## src/rtl/vmc_pkg.sv

```systemverilog
// vmc_pkg: types and constants shared by the vend motor cycle controller
// no dependencies; imported by vmc_addr_decode and vend_motor_cycle_controller
`timescale 1ns / 1ps

package vmc_pkg;

    // cycle phases
    typedef enum logic [1:0] {
        PH_IDLE   = 2'd0,
        PH_CHECK  = 2'd1,
        PH_LEAVE  = 2'd2,
        PH_RETURN = 2'd3
    } t_phase;

    // completion codes
    typedef enum logic [2:0] {
        ST_OK         = 3'd0,
        ST_NOT_HOME   = 3'd1,
        ST_BAD_ADDR   = 3'd2,
        ST_STUCK_HOME = 3'd3,
        ST_STUCK_AWAY = 3'd4,
        ST_NO_CAN     = 3'd5
    } t_status;

    // request kinds carried on tuser
    localparam logic REQ_VEND = 1'b0;
    localparam logic REQ_TICK = 1'b1;

    // configuration register indexes
    localparam int unsigned CFG_IDX_W = 2;
    localparam logic [CFG_IDX_W-1:0] CFG_CHILLER      = 2'd0;
    localparam logic [CFG_IDX_W-1:0] CFG_LEAVE_LIMIT  = 2'd1;
    localparam logic [CFG_IDX_W-1:0] CFG_RETURN_LIMIT = 2'd2;

    localparam int unsigned LIMIT_W = 7;
    localparam logic [LIMIT_W-1:0] LEAVE_LIMIT_RST  = 7'd20;
    localparam logic [LIMIT_W-1:0] RETURN_LIMIT_RST = 7'd80;

    // address characters
    localparam logic [7:0] ROW_A    = 8'h41;
    localparam logic [7:0] ROW_D    = 8'h44;
    localparam logic [7:0] ROW_E    = 8'h45;
    localparam logic [7:0] ROW_F    = 8'h46;
    localparam logic [7:0] ROW_G    = 8'h47;
    localparam logic [7:0] CHAR_0   = 8'h30;
    localparam logic [7:0] CHAR_9   = 8'h39;
    localparam logic [7:0] ADDR_LEN = 8'd2;

    localparam logic [7:0] CHILLER_BIT = 8'h10;

    // sensor line numbers for the drink rows
    localparam logic [2:0] HOME_LINE_E = 3'd4;
    localparam logic [2:0] CAN_LINE_E  = 3'd5;
    localparam logic [2:0] HOME_LINE_F = 3'd6;
    localparam logic [2:0] CAN_LINE_F  = 3'd7;

    // decoded vend address
    typedef struct packed {
        logic        valid;
        logic [23:0] drive;
        logic [2:0]  home_line;
        logic [2:0]  can_line;
        logic        drink_row;
    } t_vend_setup;

endpackage

```

## src/rtl/vend_motor_cycle_controller.sv

```systemverilog
// vend_motor_cycle_controller: top level, vend cycle sequencer with result register
// depends on vmc_pkg and vmc_addr_decode
`timescale 1ns / 1ps

// channel   direction  handshake                    content
// s         in         i_s_tvalid / o_s_tready      vend request or sensor tick
// m         out        o_m_tvalid / i_m_tready      latch bytes and status
// cfg       in         i_cfg_valid / o_cfg_ready    register index and value
//
// one item per cycle while no result is stalled; each accepted item yields one result in the
// next cycle, set by the single result register after the phase logic
// reset is synchronous, active low: phase idle, latches off, limits 20 and 80
// a stalled result holds the register; a new item is taken in the same cycle
// the held result is taken, otherwise the input waits

module vend_motor_cycle_controller (
    input  logic        i_clk,
    input  logic        i_rst_n,
    // tdata: address_length[7:0], row_char[15:8], col_char[23:16],
    //        override_checks[24], sense_byte[32:25], zero pad[39:33]
    input  logic        i_s_tvalid,
    output logic        o_s_tready,
    input  logic [39:0] i_s_tdata,
    // tuser: req_type[0]
    input  logic [0:0]  i_s_tuser,
    // tdata: drive_first[7:0], drive_second[15:8], drive_third[23:16],
    //        busy_res[24], done_res[25], status[28:26], zero pad[31:29]
    output logic        o_m_tvalid,
    input  logic        i_m_tready,
    output logic [31:0] o_m_tdata,
    input  logic        i_cfg_valid,
    output logic        o_cfg_ready,
    input  logic [1:0]  i_cfg_index,
    input  logic [6:0]  i_cfg_data
);
    import vmc_pkg::*;

    // configuration
    logic               r_chiller;
    logic [LIMIT_W-1:0] r_leave_limit;
    logic [LIMIT_W-1:0] r_return_limit;

    // cycle state
    t_phase             r_phase, n_phase;
    logic [LIMIT_W-1:0] r_tick, n_tick;
    logic [23:0]        r_drive, n_drive;
    logic [2:0]         r_home_line, n_home_line;
    logic [2:0]         r_can_line, n_can_line;
    logic               r_drink, n_drink;
    logic               r_skip, n_skip;

    // result register
    logic               r_out_valid;
    logic [31:0]        r_out_data;
    logic [31:0]        n_out_data;

    logic               s_xfer;
    logic               in_req;
    logic [7:0]         in_len;
    logic [7:0]         in_row;
    logic [7:0]         in_col;
    logic               in_ovr;
    logic [7:0]         in_sense;
    logic               home;
    logic               can;
    logic               done;
    t_status            status;
    logic [LIMIT_W-1:0] tick_inc;
    logic [7:0]         first;
    t_vend_setup        setup;

    // input fields
    assign in_req   = i_s_tuser[0];
    assign in_len   = i_s_tdata[7:0];
    assign in_row   = i_s_tdata[15:8];
    assign in_col   = i_s_tdata[23:16];
    assign in_ovr   = i_s_tdata[24];
    assign in_sense = i_s_tdata[32:25];

    assign o_s_tready  = !r_out_valid || i_m_tready;
    assign s_xfer      = i_s_tvalid && o_s_tready;
    assign o_cfg_ready = 1'b1;
    assign o_m_tvalid  = r_out_valid;
    assign o_m_tdata   = r_out_data;

    vmc_addr_decode u_decode (
        .i_address_length (in_len),
        .i_row_char       (in_row),
        .i_col_char       (in_col),
        .o_setup          (setup)
    );

    assign home     = in_sense[r_home_line];
    assign can      = in_sense[r_can_line];
    assign tick_inc = r_tick + 1'b1;

    // configuration writes
    always_ff @(posedge i_clk) begin
        if (!i_rst_n) begin
            r_chiller      <= 1'b0;
            r_leave_limit  <= LEAVE_LIMIT_RST;
            r_return_limit <= RETURN_LIMIT_RST;
        end else if (i_cfg_valid && o_cfg_ready) begin
            unique case (i_cfg_index)
                CFG_CHILLER:      r_chiller      <= i_cfg_data[0];
                CFG_LEAVE_LIMIT:  r_leave_limit  <= i_cfg_data;
                CFG_RETURN_LIMIT: r_return_limit <= i_cfg_data;
                default:          ;
            endcase
        end
    end

    // state register
    always_ff @(posedge i_clk) begin
        if (!i_rst_n) begin
            r_phase     <= PH_IDLE;
            r_tick      <= '0;
            r_drive     <= '0;
            r_home_line <= '0;
            r_can_line  <= '0;
            r_drink     <= 1'b0;
            r_skip      <= 1'b0;
        end else if (s_xfer) begin
            r_phase     <= n_phase;
            r_tick      <= n_tick;
            r_drive     <= n_drive;
            r_home_line <= n_home_line;
            r_can_line  <= n_can_line;
            r_drink     <= n_drink;
            r_skip      <= n_skip;
        end
    end

    // next phase, counters and completion code
    always_comb begin
        n_phase     = r_phase;
        n_tick      = r_tick;
        n_drive     = r_drive;
        n_home_line = r_home_line;
        n_can_line  = r_can_line;
        n_drink     = r_drink;
        n_skip      = r_skip;
        done        = 1'b0;
        status      = ST_OK;
        if (in_req == REQ_VEND) begin
            // a request while a cycle runs is dropped
            if (r_phase == PH_IDLE) begin
                if (!setup.valid) begin
                    done   = 1'b1;
                    status = ST_BAD_ADDR;
                end else begin
                    n_drive     = setup.drive;
                    n_home_line = setup.home_line;
                    n_can_line  = setup.can_line;
                    n_drink     = setup.drink_row;
                    n_skip      = in_ovr;
                    n_tick      = '0;
                    n_phase     = PH_CHECK;
                end
            end
        end else begin
            unique case (r_phase)
                PH_IDLE: ;
                PH_CHECK, PH_LEAVE: begin
                    // check tick doubles as the first leave sample
                    if (r_phase == PH_CHECK && r_drink && !can && !r_skip) begin
                        done   = 1'b1;
                        status = ST_NO_CAN;
                    end else if (r_phase == PH_CHECK && !home && !r_skip) begin
                        done   = 1'b1;
                        status = ST_NOT_HOME;
                    end else if (!home) begin
                        n_phase = PH_RETURN;
                        n_tick  = '0;
                    end else if (tick_inc >= r_leave_limit) begin
                        done   = 1'b1;
                        status = ST_STUCK_HOME;
                    end else begin
                        n_phase = PH_LEAVE;
                        n_tick  = tick_inc;
                    end
                end
                PH_RETURN: begin
                    if (home) begin
                        done   = 1'b1;
                        status = ST_OK;
                    end else if (tick_inc >= r_return_limit) begin
                        done   = 1'b1;
                        status = ST_STUCK_AWAY;
                    end else begin
                        n_tick = tick_inc;
                    end
                end
                default: ;
            endcase
            // every exit stops the motor
            if (done) begin
                n_drive = '0;
                n_phase = PH_IDLE;
                n_tick  = '0;
            end
        end
    end

    // result word
    always_comb begin
        first      = n_drive[7:0] | (r_chiller ? CHILLER_BIT : 8'h00);
        n_out_data = {3'b000, status, done, (n_phase != PH_IDLE),
                      n_drive[23:16], n_drive[15:8], first};
    end

    // result register
    always_ff @(posedge i_clk) begin
        if (!i_rst_n) begin
            r_out_valid <= 1'b0;
        end else if (s_xfer) begin
            r_out_valid <= 1'b1;
        end else if (i_m_tready) begin
            r_out_valid <= 1'b0;
        end
    end

    always_ff @(posedge i_clk) begin
        if (s_xfer) begin
            r_out_data <= n_out_data;
        end
    end

    // motor latches are off whenever no cycle runs
    a_idle_stopped: assert property (@(posedge i_clk) disable iff (!i_rst_n)
        r_phase == PH_IDLE |-> r_drive == '0)
        else $error("motor latches on while idle");

    // a running cycle drives exactly one column pair
    a_one_column: assert property (@(posedge i_clk) disable iff (!i_rst_n)
        r_phase != PH_IDLE |-> $onehot(r_drive[15:8]))
        else $error("column driver not one-hot during a cycle");

    // a finished cycle reports not busy with the column byte and the third latch byte off
    a_done_stopped: assert property (@(posedge i_clk) disable iff (!i_rst_n)
        r_out_valid && r_out_data[25] |-> !r_out_data[24] && r_out_data[23:8] == '0)
        else $error("completion reported with motor still driven");

    // every accepted item produces a pending result
    a_result_follows: assert property (@(posedge i_clk) disable iff (!i_rst_n)
        s_xfer |=> r_out_valid)
        else $error("accepted item left no result");

endmodule

```

## src/rtl/vmc_addr_decode.sv

```systemverilog
// vmc_addr_decode: checks a row/column address and builds the motor latch bytes
// depends on vmc_pkg
`timescale 1ns / 1ps

module vmc_addr_decode (
    input  logic [7:0]           i_address_length,
    input  logic [7:0]           i_row_char,
    input  logic [7:0]           i_col_char,
    output vmc_pkg::t_vend_setup o_setup
);
    import vmc_pkg::*;

    logic [7:0] row_off;
    logic [2:0] col_pair;
    logic       col_odd;
    logic [2:0] row_bit;
    logic [7:0] b0;
    logic [7:0] b1;
    logic [7:0] b2;

    // row offset from A; E..G reuse the low two bits as 0..2
    assign row_off  = i_row_char - ROW_A;
    assign col_pair = i_col_char[3:1];
    assign col_odd  = i_col_char[0];
    assign row_bit  = {row_off[1:0], col_odd};

    // latch bytes: column pair one-hot, row bit by parity
    always_comb begin
        b0 = '0;
        b2 = '0;
        b1 = 8'd1 << col_pair;
        if (i_row_char <= ROW_D) begin
            b2 = 8'd1 << row_bit;
        end else begin
            b0 = 8'd1 << row_bit;
        end
    end

    // sensor lines and address check
    always_comb begin
        o_setup.valid = (i_address_length == ADDR_LEN)
                     && (i_row_char >= ROW_A) && (i_row_char <= ROW_G)
                     && (i_col_char >= CHAR_0) && (i_col_char <= CHAR_9);
        o_setup.drive     = {b2, b1, b0};
        o_setup.home_line = {2'b00, col_odd};
        o_setup.can_line  = '0;
        o_setup.drink_row = 1'b0;
        if (i_row_char == ROW_E) begin
            o_setup.home_line = HOME_LINE_E;
            o_setup.can_line  = CAN_LINE_E;
            o_setup.drink_row = 1'b1;
        end else if (i_row_char == ROW_F) begin
            o_setup.home_line = HOME_LINE_F;
            o_setup.can_line  = CAN_LINE_F;
            o_setup.drink_row = 1'b1;
        end
    end

endmodule
```

## config.mk

```make
export PLATFORM = sky130hd
export DESIGN_NAME = vend_motor_cycle_controller
export DESIGN_NICKNAME = d
export VERILOG_FILES = /design/src/rtl/vmc_pkg.sv /design/src/rtl/vend_motor_cycle_controller.sv /design/src/rtl/vmc_addr_decode.sv
export SDC_FILE = /design/constraint.sdc
export NUM_CORES = 1
export LEC_CHECK = 0
export ABC_AREA = 1
export BUFFER_PORTS_ARGS = -buffer_cell sky130_fd_sc_hd__buf_2
export CORE_MARGIN = 3
export CORE_UTILIZATION = 57
export DETAILED_ROUTE_END_ITERATION = 10
export PLACE_DENSITY = 0.86
export RECOVER_POWER = 25
export SLEW_MARGIN = 30
export SYNTH_ARGS = -nofsm -noshare
export SYNTH_HDL_FRONTEND = slang
export SYNTH_HIERARCHICAL = 1
export SYNTH_SLANG_ARGS = --single-unit
```

## constraint.sdc

```tcl
create_clock -name i_clk -period 3.91 [get_ports i_clk]
set_clock_uncertainty 0.15 [all_clocks]
set_input_delay 0.391 -clock i_clk [delete_from_list [all_inputs] [get_ports i_clk]]
set_output_delay 0.391 -clock i_clk [all_outputs]
set_load 0.005 [all_outputs]
```

==> results of run 1 <==
-- cell type report --
| cell class | instances | share of cell area [%] |
|---|---|---|
| Timing Repair Buffer | 82 | 6.89 |
| Clock inverter | 7 | 1.38 |
| Inverter | 143 | 9.39 |
| Sequential cell | 86 | 35.2 |
| Multi-Input combinational cell | 453 | 42.6 |
| Tap cell | 108 | 2.36 |
| Clock buffer | 9 | 2.17 |
-- placed cells by master (no fill, tap or decap), types with 2 or more instances in the layout --
master,synthesis,layout
nand2_1,138,138
inv_1,137,136
a21oi_1,66,66
nand3_1,58,58
buf_2,3,57
dfxtp_1,57,57
o21ai_0,54,54
nor2_1,36,36
edfxtp_1,29,29
nand3_2,24,24
ha_1,21,21
clkbuf_1,13,19
nor3_1,11,11
clkbuf_8,0,9
nand4_1,8,8
inv_2,6,6
nand2_4,6,6
nand3b_1,5,5
xor2_1,5,5
o211ai_1,4,4
conb_1,2,4
buf_4,10,4
clkinvlp_4,0,3
inv_6,0,3
nor2_2,2,2
buf_1,3,2
nand2_2,2,2
-- cell families after synthesis --
group,Yosys count
xor+xnor,5
simple gates,294
buf+inv,175
compound gates,129
other cells,2
fa+ha+maj,21
flops,86
-- layer usage --
metal | share of wire [%] | routed length [um] | track usage [%]
met5 | 0 | 0 | 0
met4 | 1.9 | 216 | 7.26
met3 | 6.1 | 709 | 3.72
met2 | 50 | 5780 | 40.6
met1 | 42 | 4930 | 27.0
-- through the flow --
stage,instances,hold WS (ns)
final,888,0.0989
after global routing,888,0.110
after CTS,888,0.0969
after detailed placement,872,0.299
after global placement,872,0.296
after floorplan,714,0.280
-- synth_stat cells (2+ instances only) --
| cell | instances | area share, % |
|---|---|---|
| xor2_1 | 5 | 0.85 |
| buf_2 | 3 | 0.29 |
| inv_1 | 137 | 9.9 |
| clkbuf_1 | 13 | 0.94 |
| o211ai_1 | 4 | 0.58 |
| nor2_1 | 36 | 2.6 |
| nor3_1 | 11 | 1.1 |
| o21ai_0 | 54 | 5.2 |
| dfxtp_1 | 57 | 22 |
| buf_4 | 10 | 1.4 |
| ha_1 | 21 | 5.1 |
| buf_1 | 3 | 0.22 |
| buf_12 | 2 | 0.77 |
| nand3_2 | 24 | 4.6 |
| nand4_1 | 8 | 0.97 |
| nand2_4 | 6 | 1.3 |
| nand2_1 | 138 | 10 |
| nand3b_1 | 5 | 0.72 |
| inv_2 | 6 | 0.43 |
| nand2_2 | 2 | 0.24 |
| conb_1 | 2 | 0.14 |
| edfxtp_1 | 29 | 17 |
| nor2_2 | 2 | 0.24 |
| nand3_1 | 58 | 5.6 |
| a21oi_1 | 66 | 6.4 |
-- state kept, by name (all words and copies together), names as in the netlist --
| register | flops |
|---|---|
| r_can_line | 3 |
| o_m_tdata | 29 |
| r_drink | 1 |
| r_leave_limit | 7 |
| r_phase | 2 |
| o_m_tvalid | 1 |
| r_drive | 24 |
| r_home_line | 3 |
| r_chiller | 1 |
| r_tick | 7 |
| r_skip | 1 |
| r_return_limit | 7 |
-- worst min path at each step --
stage                  startpoint           endpoint  slack [ns]
floorplan                 r_drink            r_drink        0.28
global placement          r_drink            r_drink        0.30
detailed placement        r_drink            r_drink        0.30
CTS                 i_s_tdata[24]             r_skip         0.1
global route        i_cfg_data[4]  r_return_limit[4]        0.11
finish              i_s_tdata[24]             r_skip         0.1
-- critical path: stages, from the launching register on --
cell and delay (ns):
dfxtp_1 0.45, ha_1 0.22, nand3_1 0.12, nand3b_1 0.19
xor2_1 0.15, inv_1 0.11, ha_1 0.33, a21oi_1 0.15
o21a_1 0.13, nand2_1 0.05, o21ai_0 0.30, nand3_2 0.14
nand2_4 0.41, nand3_1 0.18, nand3_1 0.12, nand2_1 0.07
inv_1 0.05
-- report_power, final --
group	switching, W	internal (W)
Sequential	0.0000273	0.000987
Clock	0.000349	0.000302
Combinational	0.000205	0.000113
==> results by group, run 1 <==
Logic synthesis
  • Portion of netlist area occupied by mux cells: 0%
  • Post-synthesis async set-or-reset flop share: 0%
  • Post-synthesis adder-cell area fraction: 5.07%
  • Combinational family with the most area after synthesis: simple AND/OR/NAND/NOR gates
  • Synthesized area per cell: about 7.3 sq um
  • Number of unique standard cell types used by synthesis: 35
  • Simple-Gate Fraction of Synth Area: between 20% and 30%
  • Most used flip-flop cell after synthesis: dfxtp_1
  • Post-synthesis instance total: between 700 and 800
  • Mapped cell area: 0.00518 sq mm
  • Register bit count reported by yosys: 86
  • Count of warnings emitted by yosys: 6
  • Complex-gate fraction of the synthesized area: roughly 13%
  • Xor-xnor portion of the synthesized cell area: 0.845%
  • Fraction of the yosys area taken by sequential cells: 38.8%
  • Post-synth EDFFs: 29

Clock network
  • Post-cts gate resize count: 0
  • # Post-CTS Setup Buffers: 0
  • Hold buffer count at CTS: 0
  • Later-pin clock latency in the skew report: between 0.3 and 0.4 ns
  • Number of buffers created by CTS: 9
  • Clock-pin slew on the worst setup and hold paths: ~0.090 ns
  • Clk Tree Root Cell: clkbuf_8
  • # H-tree levels: 3
  • Total clock sinks: 86
  • Maximum clock insertion buffer count: 2
  • CTS tree: built

Placed design
  • Buffers on Ports: 78
  • Post-detail-place hpwl: 8.26 mm
  • Post-DP Area: roughly 0.0055 sq mm
  • RD Place Congestion: 0.946
  • Dpl ws: roughly 0.65 ns

Finish
  • Multi-input logic area: 0.00244 sq mm
  • Synthesis-to-finish area growth: 10.4%
  • Fraction of layout instances using a drive strength above 1: ~15%
  • Area of all placed cells without fillers: 0.00572 sq mm
  • Number of antenna diodes: 0
  • Fillers: 750
  • Fin nets: about 850
  • Total area of sequential cells: around 0.0020 sq mm
  • Final standard cell utilization of the core: roughly two thirds

Route
  • Length of the first detailed-routing pass in iterations: 5
  • Total Routed Length: 11.6 mm
  • Detailed-route vias per instance: between 5 and 6
  • Remaining antenna violation count: 0
  • Via count: 4751
  • Count of unresolved DRC violations after routing: 0
  • Number of design-rule violations left by the first detailed-router iteration: ~360
  • Average wire length per cell after detail routing: 13.1 um

Setup path
  • R2R setup slack: approximately 0.53 ns
  • Origin of the worst setup path: r_tick[0]
  • Endpoint class of the critical path: register
  • Worst Setup Path Type: register to register
  • Start of the worst register-to-register path: r_tick[0]
  • Worst setup SP type: register
  • Crit path capture: r_drive[2]
  • Capturing point of the worst reg2reg path: r_drive[2]
  • Data arrival, critical path: 3.54 ns
  • Required time at the endpoint of the critical path: roughly 4 ns
  • R2r worst-path depth: 16
  • Maximum fanout encountered on the critical timing path: 35

Floorplanning
  • Number of top-level design ports: 90
  • Die area: between 0.01 and 0.015 sq mm
  • Effective utilization at floorplan: 59.1%
  • Placeable core area: slightly below 0.009 sq mm
  • Die outline height: just over 100 um
  • Floorplan row count: 34
  • Die width: between 100 and 150 um

Timing
  • Final critical delay including setup and external delays: around 3.4 ns
  • Setup total negative slack: 0 ns
  • Max transition margin: between 30% and 40%
  • Setup-failing EPs final: 0
  • Tcrit/Tclk final: between 80% and 90%
  • Pins over their slew limit: 0
  • Final Worst Setup Slack: 0.533 ns
  • Achievable frequency: 296 MHz
  • Number of failing hold endpoints at the final stage: 0
  • Unrepaired setup endpoints after global routing: false
  • Transition time of the tightest slew-check pin: ~0.9 ns

Global routing
  • Global-route wire length before repair: 18.8 mm
  • GRT Residual Overflow: 0
  • Vias in the first global route: ~4300
  • Largest net degree at the start of global routing: 56
  • Global-route usage over all layers: ~22%
  • Antenna violations before repair: 0

Pwr
  • Power consumption: 0.00198 W
  • Power per cell area: between 300 and 400 mW/mm^2
  • Leakage: roughly 2.8 nW
  • IR drop worst, VDD: ~0.0002 V

Status
  • Run status: finished, final reports clean

Min path
  • Worst min-delay path category: input port to register
  • Hold path cells: 3

Run
  • Max Cap Viol: 0
Power figures use the tool's default switching activity.
==> run 2, diff against run 1 <==
--- a/config.mk
+++ b/config.mk
@@ -10,6 +10,7 @@
 export CORE_MARGIN = 3
 export CORE_UTILIZATION = 57
 export DETAILED_ROUTE_END_ITERATION = 10
+export GPL_TIMING_DRIVEN = 0
 export PLACE_DENSITY = 0.86
 export RECOVER_POWER = 25
 export SLEW_MARGIN = 30
==> run 2 against run 1 <==
Effect of this change:
- count of clock-buffer cells in the layout up 2
- flip-flop and latch count did not move
- worst hold slack got worse by 0.0012 ns
- utilization increased by 2.6 points
- critical path type unchanged
==> results by group, run 2 (same netlist as run 1, synthesis figures left out) <==
Global routing
  • Global-route wire length before repair: 20.2 mm (+7.5%)
  • Antenna violations before repair: 0 (unchanged)
  • Largest net degree at the start of global routing: 23 (-59%)
  • GRT Residual Overflow: 0 (unchanged)
  • Global-route usage over all layers: 24.5% (+2.1 points)
  • Vias in the first global route: 4663 (+7.7%)

Timing
  • Setup total negative slack: 0 ns (unchanged)
  • Max transition margin: 58.1% (+19 points)
  • Final critical delay including setup and external delays: 3.16 ns (-0.212 ns)
  • Achievable frequency: 316 MHz (+6.7%)
  • Transition time of the tightest slew-check pin: 0.628 ns (-0.278 ns)
  • Unrepaired setup endpoints after global routing: false
  • Number of failing hold endpoints at the final stage: 0 (unchanged)
  • Tcrit/Tclk final: 80.9% (-5.4 points)
  • Pins over their slew limit: 0 (unchanged)
  • Setup-failing EPs final: 0 (unchanged)

Setup path
  • Master of the slowest instance on the critical path: dfxtp_1
  • Required time at the endpoint of the critical path: 3.85 ns (-0.23 ns)
  • R2r worst-path depth: 18 (+2)
  • Largest stage delay on the critical path: 0.48 ns (+0.03 ns)
  • Number of cells on the critical path: 18 (+2)
  • Series of cell instances along the critical path: ha_1 -> nand3_1 -> nand3b_1 -> xor2_1 -> inv_1 -> ha_1 -> nand2_1 -> nor2_1 -> nand2_1 -> nand3_1 -> nand2_1 -> nand2_1 -> nand2_1 -> nand3_2 -> nand2_4 -> buf_6 -> nand2_1 -> nand4_1
  • Worst Setup Path Type: register to register
  • Most common cell type on the critical path: nand2_1
  • Top cell family by delay on the critical path: simple AND/OR/NAND/NOR gates
  • Worst Path Buf+Inv: 2 (unchanged)
  • Worst setup SP type: register
  • Data arrival, critical path: 3.11 ns (-0.43 ns)
  • Maximum fanout encountered on the critical timing path: 10 (-71%)
  • Endpoint class of the critical path: register

Clock network
  • CTS tree: built
  • Number of buffers created by CTS: 9 (unchanged)
  • Clk Tree Root Cell: clkbuf_8
  • Total clock sinks: 86 (unchanged)
  • Later-pin clock latency in the skew report: 0.37 ns (about the same)
  • Post-cts gate resize count: 0 (unchanged)
  • # H-tree levels: 3 (unchanged)
  • Hold buffer count at CTS: 0 (unchanged)
  • Clock-pin slew on the worst setup and hold paths: 0.09 ns (about the same)
  • # Post-CTS Setup Buffers: 0 (unchanged)
  • Maximum clock insertion buffer count: 2 (unchanged)

Pwr
  • Leakage: 2.91 nW (+4.7%)
  • Power per cell area: 355 mW/mm^2 (+2.3%)
  • IR drop worst, VDD: 0.000196 V (+0.63%)

Floorplanning
  • Die outline height: 101 um (unchanged)
  • Floorplan row count: 34 (unchanged)
  • Number of top-level design ports: 90 (unchanged)
  • Effective utilization at floorplan: 59.1% (unchanged)
  • Die width: 101 um (unchanged)
  • Placeable core area: 0.00876 sq mm (unchanged)
  • Die area: 0.0103 sq mm (unchanged)

Finish
  • Number of antenna diodes: 0 (unchanged)
  • Final standard cell utilization of the core: 67.9% (+2.6 points)
  • Number of flip-flops under the largest register name: 29 (unchanged)
  • Fin nets: 879 (+3.3%)
  • Most common library cell in the layout ignoring fill and taps: nand2_1
  • Fraction of layout instances using a drive strength above 1: 16.0% (+0.84 points)
  • Commonest cells after routing, fill and taps aside: nand2_1 (138), inv_1 (137), a21oi_1 (66)
  • Fillers: 716 (-4.5%)
  • Synthesis-to-finish area growth: 14.9%

Route
  • Number of design-rule violations left by the first detailed-router iteration: 362 (+2.0%)
  • Count of unresolved DRC violations after routing: 0 (unchanged)
  • Total Routed Length: 12.5 mm (+7.7%)
  • Via count: 4941 (+4.0%)
  • Detailed-route vias per instance: 5.39 (+0.82%)
  • Average wire length per cell after detail routing: 13.7 um (+4.4%)
  • Length of the first detailed-routing pass in iterations: 5 (unchanged)
  • Remaining antenna violation count: 0 (unchanged)

Placed design
  • Buffers on Ports: 77 (-1.3%)
  • Post-detail-place hpwl: 9.38 mm (+13%)
  • RD Place Congestion: 0.940 (-0.61%)

Min path
  • Hold path cells: 3 (unchanged)
  • Worst min-delay path category: input port to register

Status
  • Run status: finished, final reports clean

Run
  • Max Cap Viol: 0 (unchanged)
[run 2: cell count changes in the layout (fill, tap and decap cells not counted), sizes merged]
cell / delta
clkbuf: +16
clkinvlp: -3
buf: +14
inv: -2
bufinv: +2
clkinv: +1
[run 2: through the flow]
step	power (W)	hold slack [ns]	area (sq um)	std cells	worst slack, ns
finish	0.00211	0.0976	5950	916	0.746
global route	0.00220	0.112	5950	916	0.519
CTS	0.00211	0.0952	5980	916	0.743
detailed placement	0.00137	0.303	5740	900	0.785
global placement	0.00134	0.297	5710	899	0.871
floorplan	0.00125	0.280	5190	714	1.20
[run 2: where the power goes]
| part | internal [W] | switching, W | total (W) |
|---|---|---|---|
| combinational | 0.000124 | 0.000214 | 0.000338 |
| clock | 0.000427 | 0.000333 | 0.000761 |
| sequential | 0.000987 | 0.0000268 | 0.00101 |
[run 2: final cells by class]
type	instances	area [sq um]	share of cell area (%)
clock inverters	5	108	1.81
multi-input cells	453	2440	41.0
clock buffers	11	131	2.21
well taps	108	135	2.27
repair buffers	78	387	6.50
inverters	143	537	9.02
plain buffers	32	203	3.41
flip-flops and latches	86	2010	33.8
[run 2: tightest hold or removal path, cell delays in order]
cell and delay [ns]:
buf_2 0.09, nand2_1 0.05, o211ai_1 0.06
[run 2: per-layer routing]
metal / vias up / GRT usage, % / wire length, um
li1: 2460 / - / -
met1: 2244 / 28.8 / 5050
met2: 207 / 43.2 / 6220
met3: 30 / 5.51 / 1000
met4: 0 / 9.51 / 262
met5: - / 0 / 0
[run 2: path summary, 6_finish.rpt]
check,from,to,slack (ns)
max reg2reg,r_tick[0],o_m_tdata[24],0.75
min,i_cfg_data[6],r_return_limit[6],0.1
max,r_tick[0],o_m_tdata[24],0.75
min reg2reg,r_return_limit[2],r_return_limit[2],0.31
